$ cat config.mk
export PLATFORM = sky130hd
export DESIGN_NAME = chacha_fifo
export DESIGN_NICKNAME = d
export VERILOG_FILES = /design/src/chacha_pkg.sv /design/src/chacha_fifo.sv
export SDC_FILE = /design/constraint.sdc
export NUM_CORES = 1
export LEC_CHECK = 0
export BUFFER_PORTS_ARGS = -buffer_cell sky130_fd_sc_hd__buf_2
export CAP_MARGIN = 20
export CORE_AREA = 2 2 63 65
export CTS_CLUSTER_SIZE = 25
export DETAILED_ROUTE_END_ITERATION = 12
export DIE_AREA = 0 0 65 67
export GPL_ROUTABILITY_DRIVEN = 1
export HOLD_SLACK_MARGIN = 0.06
export PLACE_DENSITY = 0.69
export SYNTH_ARGS = -nofsm -noshare
export SYNTH_HDL_FRONTEND = slang
export SYNTH_SLANG_ARGS = --single-unit
export TNS_END_PERCENT = 100
$ cat constraint.sdc
create_clock -name i_clk -period 2.75 [get_ports i_clk]
set_input_delay 0.275 -clock i_clk [delete_from_list [all_inputs] [get_ports i_clk]]
set_output_delay 0.275 -clock i_clk [all_outputs]
set_load 0.005 [all_outputs]
$ cat src/chacha_pkg.sv
package chacha_pkg;

    localparam int unsigned NumCfg = 7;
    localparam logic [2:0] CfgKey01   = 3'd0;
    localparam logic [2:0] CfgKey23   = 3'd1;
    localparam logic [2:0] CfgKey45   = 3'd2;
    localparam logic [2:0] CfgKey67   = 3'd3;
    localparam logic [2:0] CfgNonceLo = 3'd4;
    localparam logic [2:0] CfgNonceHi = 3'd5;
    localparam logic [2:0] CfgCounter = 3'd6;

    localparam logic [31:0] Sigma0 = 32'h61707865;
    localparam logic [31:0] Sigma1 = 32'h3320646e;
    localparam logic [31:0] Sigma2 = 32'h79622d32;
    localparam logic [31:0] Sigma3 = 32'h6b206574;

    // queue of input words between front and back
    localparam int unsigned QDepth = 4;

    typedef logic [31:0] t_word;
    typedef t_word [15:0] t_state;

    typedef struct packed {
        logic [7:0] data;
        logic       last;
    } t_item;

    typedef struct packed {
        t_word a;
        t_word b;
        t_word c;
        t_word d;
    } t_quad;

    function automatic t_word rotl(input t_word v, input int unsigned n);
        rotl = (v << n) | (v >> (32 - n));
    endfunction

    function automatic t_quad qround(input t_quad q);
        t_quad r;
        r = q;
        r.a = r.a + r.b; r.d = rotl(r.d ^ r.a, 16);
        r.c = r.c + r.d; r.b = rotl(r.b ^ r.c, 12);
        r.a = r.a + r.b; r.d = rotl(r.d ^ r.a, 8);
        r.c = r.c + r.d; r.b = rotl(r.b ^ r.c, 7);
        return r;
    endfunction

endpackage

$ cat src/chacha_fifo.sv
module chacha_fifo (
    input  logic               i_clk,
    input  logic               i_rst_n,
    input  logic               i_push,
    input  chacha_pkg::t_item  i_item,
    output logic               o_full,
    input  logic               i_pop,
    output logic               o_empty,
    output chacha_pkg::t_item  o_item
);
    localparam int unsigned Aw = $clog2(chacha_pkg::QDepth);

    chacha_pkg::t_item r_mem [chacha_pkg::QDepth];
    logic [Aw-1:0] r_wr, r_rd;
    logic [Aw:0]   r_cnt;
    logic          w_wr, w_rd;

    assign o_full  = (r_cnt == (Aw+1)'(chacha_pkg::QDepth));
    assign o_empty = (r_cnt == '0);
    assign w_wr = i_push && !o_full;
    assign w_rd = i_pop && !o_empty;
    assign o_item = r_mem[r_rd];

    always_ff @(posedge i_clk) begin
        if (w_wr) begin
            r_mem[r_wr] <= i_item;
        end
    end

    always_ff @(posedge i_clk) begin
        if (!i_rst_n) begin
            r_wr <= '0;
            r_rd <= '0;
            r_cnt <= '0;
        end else begin
            if (w_wr) r_wr <= r_wr + 1'b1;
            if (w_rd) r_rd <= r_rd + 1'b1;
            r_cnt <= r_cnt + (Aw+1)'(w_wr) - (Aw+1)'(w_rd);
        end
    end
endmodule

# Word-level counts from Yosys, hierarchy flattened
# Memory sizes are Yosys's and may differ from the RTL's. A register that Yosys moved wholly into a read port is not among the register bits.
# Index checks and enable logic that the tools add are counted.
# W data, S select, Z words.
# word_totals
ff_bits,7
latch_bits,0
ram_bits,36
romBits,0
input_bits,13
out_inout_bits,11
elab_cells,18
n_memories,1
# classes
n_addsub,4
multipliers,0
n_div,0
n_lt_le_gt_ge,0
eq_ne,1
n_shift,0
n_mux,4
bitwise,0
n_reduce_logical,5
# memory_table
memory,words,width,rd,rd_clocked_by_memory_dff,write_ports,line,text
r_mem,4,9,1,1,1,chacha_fifo.sv:13,chacha_pkg::t_item r_mem [chacha_pkg::QDepth];
# op_table
operator,n
$add A2 B1 Y2 const B,2
$mux W2,2
$add A3 B1 Y3,1
$eq A3 B3 Y1 const B,1
$logic_not A3 Y1,1
$sub A3 B1 Y3,1
$logic_and A1 B1 Y1,2
$logic_not A1 Y1,2
$mux W1,2

# Depth between registers and ports, before layout
# logic_depth
word_depth,5
depth_mapped,11
depth_no_buf,10

# Worst setup path after synthesis
# OpenSTA, ideal clock, no wires.
# synth_path
path_type,register -> register
startpoint,register r_cnt[2]
endpoint,register r_cnt[2]
setup_ps,115
arrival_time_ps,2031
required_ps,2635
setup_slack_ps,604
stages_incl_launch_ff,12
path_buffers,1
synth_period_minus_slack_ps,2146
path_cell_list,dfxtp_1 -> nor3b_2 -> nor2b_1 -> buf_6 -> inv_1 -> ha_1 -> inv_1 -> ha_1 -> fa_1 -> xnor2_1 -> xnor2_1 -> and2_1
# synth_between
elab_chain_cells,5
word_cells_on_any_way,8
cone_classes,add/sub: 2; eq/ne: 1; reduce/logical: 5
# synth_lines
item,line,text
"start, declared",chacha_fifo.sv:15,logic [Aw:0] r_cnt;
"start signal, assigned",chacha_fifo.sv:38,r_cnt <= r_cnt + (Aw+1)'(w_wr) - (Aw+1)'(w_rd);
$eq A3 B3 Y1,chacha_fifo.sv:18,assign o_full = (r_cnt == (Aw+1)'(chacha_pkg::QDepth));
net o_full,chacha_fifo.sv:6,"output logic o_full,"
$logic_not A1 Y1,chacha_fifo.sv:20,assign w_wr = i_push && !o_full;
$logic_and A1 B1 Y1,chacha_fifo.sv:20,
$add A3 B1 Y3,chacha_fifo.sv:38,
$sub A3 B1 Y3,chacha_fifo.sv:38,
# The timed path passes the listed nets, and every way through them passes these cells.
# A chain may end at the register's enable or synchronous reset.

# Worst setup path after layout
# layout_path
startpoint,register r_cnt[2]
endpoint,register r_cnt[2]
# layout_between
elab_chain_cells,5
word_cells_on_any_way,8
cone_classes,add/sub: 2; eq/ne: 1; reduce/logical: 5
# layout_lines
item,line
$eq A3 B3 Y1,chacha_fifo.sv:18
$logic_not A1 Y1,chacha_fifo.sv:20
$logic_and A1 B1 Y1,chacha_fifo.sv:20
$add A3 B1 Y3,chacha_fifo.sv:38
$sub A3 B1 Y3 *,chacha_fifo.sv:38
# Every way passes the cells marked *; elsewhere a longest branch is shown, timed or not.

==> impl_metrics.ini <==
[floorplanning]
core_area_sq_um = 3610
ios = 24
die_w_um = 65
initial_core_util = 0.495
rows = 22
die_y_um = 67
die_area_sq_um = 4360

[power]
power_mw = 1.85
netSwitchingFraction = 0.239
p_per_area_nw_per_um2 = 891
pwr-share-seq = 0.488
comb_power_share = 0.200
internal_power_mw = 1.41
leakagePower_nw = 0.754
pwr-share-clk = 0.311
power_switching_mw = 0.443
vdd_drop_max_mv = 0.457

[critical_path]
critPathTopFamily = adder cells
crit_cells = 11
r2r_cells = 11
cp-end-kind = flop
crit_type = flop to flop
cp.required_ps = 2940
path_max_fanout = 7
cp.arrival_ps = 2440
cp-start-kind = flop
path_buf_inv = 3
reg2reg_slack_ps = 500
slowest_stage = fa_1
cpPeakStageDelay_ps = 420
path_cells = nor3b_2 -> nor2b_1 -> buf_4 -> inv_1 -> ha_1 -> inv_1 -> ha_1 -> fa_1 -> xnor2_1 -> xnor2_1 -> and2_1

[run_status]
status = completed

[cells_and_area]
nets = 145
syn2layout_area_growth_pct = 16.5
seq_area_sq_um = 1260
n_antenna_cell = 0
drive_gt1_frac = 0.341
fillers = 282
final_area_sq_um = 2080
multi_input_area_sq_um = 477
stdcell_count = 174

[route]
via_per_inst = 5.00
route.detailed.drc = 0
firstDrtPassIters = 7
wire_per_inst_um = 14.8
first_iter_violations = 27
totalWireLength_mm = 2.57
ant_nets = 0
dr_total_vias = 870

[job]
cap_violations = 0

[clock_network]
clk_latency_ps = 290
path_clk_slew_ps = 80
cts-resized-gates = 0
post_cts_buffers = 0
cts_buffers = 5
clockRootBuffer = clkbuf_8
postCtsHoldBufs = 0
clkSinkCount = 45
cts_tree = yes
clockBufferDepth = 2
cts_htree_levels = 2

[synthesis]
synthMostInstantiatedCell = edfxtp_1
yosysTopAreaCell = edfxtp_1
syn_inst = 98
synth_common_cells = 36 x edfxtp_1, 9 x dfxtp_1, 9 x mux4_2
async_reset_ff_frac = 0
yosysTopAreaCellShare = 0.605
ys_ff_latch = 45
syn-num-nets = 118
synth_edf_count = 36
yosysWarnings = 0
synthTopCellsByArea = edfxtp_1 61%, mux4_2 11%, dfxtp_1 10%
synthesis.area_sq_um = 1790
avgSynthCellArea_sq_um = 18.2
seq_area_frac_synth = 0.706
synth_ff_type = edfxtp_1
ys_types = 20

[grt]
grt_pass1_vias = 906
grt.overflow.total = 0
grt_pass1_wl_mm = 4.21
antenna_found_initial = 0
track_usage = 0.143
grt_max_degree = 16

[timing]
setup_viol = 0
period_needed_ps = 2250
fin_worst_skew_ps = 3.15
timing.hold.ws_ps = 190
fin_crit_sh = 0.819
worst_slew_pin_slew_ps = 627
setup_tns_ps = 0
drv_slew = 0
hold_viol_final = 0
max_freq_mhz = 444
rsz0062_at_grt = no
slew-limit-headroom = 0.581

[placed_design]
placed_area_sq_um = 1940
place_hpwl_mm = 1.80
gp_congestion = 0.637
dp.cells = 166
portBuffers = 23

[hold_path]
hp-class = input port to flop
hold_depth = 1
-- cells by family (layout without fill, tap and decap cells) --
kind of cell             count (synthesis)  count (layout)  synth area share
AO/OA/AOI/OAI                            4               4            0.0126
XOR/XNOR                                 2               2           0.00981
adder cells (fa/ha/maj)                  7               7            0.0532
buffers and inverters                   10              38            0.0273
flip-flops                              45              45             0.706
multiplexers                            11              11             0.125
AND/OR/NAND/NOR                         19              19            0.0665
-- power groups by stage --
stage	Sequential [mW]	Clock [mW]	Combinational, mW
CTS	0.910	0.588	0.383
floorplan	0.876	0	0.300
detailed placement	0.925	0	0.381
global route	0.921	0.621	0.423
global placement	0.918	0	0.371
finish	0.906	0.577	0.372
-- placed cells by master (no fill, tap or decap), drive strengths merged, types with 2 or more instances in the layout --
| cell | instances |
|---|---|
| dfxtp | 9 |
| ha | 6 |
| clkbuf | 5 |
| and2 | 7 |
| mux4 | 9 |
| edfxtp | 36 |
| xnor2 | 2 |
| inv | 7 |
| nand2 | 6 |
| buf | 24 |
| nor2b | 2 |
| o21ai | 3 |
| bufinv | 2 |
| mux2i | 2 |
-- through the flow --
| stage | setup slack (ps) | utilization |
|---|---|---|
| final | 498 | 0.577 |
| after global routing | 292 | 0.577 |
| after CTS | 486 | 0.577 |
| after detailed placement | 505 | 0.539 |
| after global placement | 592 | 0.539 |
| after floorplan | 604 | - |
-- final cells by class --
class                           count  area share
Multi-Input combinational cell     43       0.229
Clock buffer                        5      0.0331
Tap cell                           48      0.0289
Timing Repair Buffer               24      0.0589
Clock inverter                      3      0.0331
Inverter                            6      0.0108
Sequential cell                    45       0.606
-- layer usage --
metal | GRT usage | share of wire | vias to the layer above
met5 | 0 | 0 | -
met4 | 0.0718 | 0.021 | 0
met3 | 0.0591 | 0.054 | 6
met2 | 0.246 | 0.53 | 21
met1 | 0.151 | 0.40 | 426
li1 | - | - | 417
-- worst register-to-register path: stages, from the launching register on --
cell and delay, ps:
dfxtp_1 340, nor3b_2 170, nor2b_1 110, buf_4 150
inv_1 40, ha_1 270, inv_1 40, ha_1 180
fa_1 420, xnor2_1 150, xnor2_1 130, and2_1 150
-- final timing paths --
path / startpoint / to
hold reg to reg: r_rd[1]$_SDFFE_PN0P_ / r_rd[1]$_SDFFE_PN0P_
hold / removal: i_item[8] / r_mem[0][8]$_DFFE_PP_
setup reg to reg: r_cnt[2]$_SDFF_PN0_ / r_cnt[2]$_SDFF_PN0_
setup / recovery: r_cnt[2]$_SDFF_PN0_ / r_cnt[2]$_SDFF_PN0_
-- flip-flops by register name, indices dropped and copies added (netlist names), named ones only --
name and flops:
r_cnt 3, r_wr 2, r_rd 2, r_mem 36
Note: power is estimated with default switching activity, not from simulation.
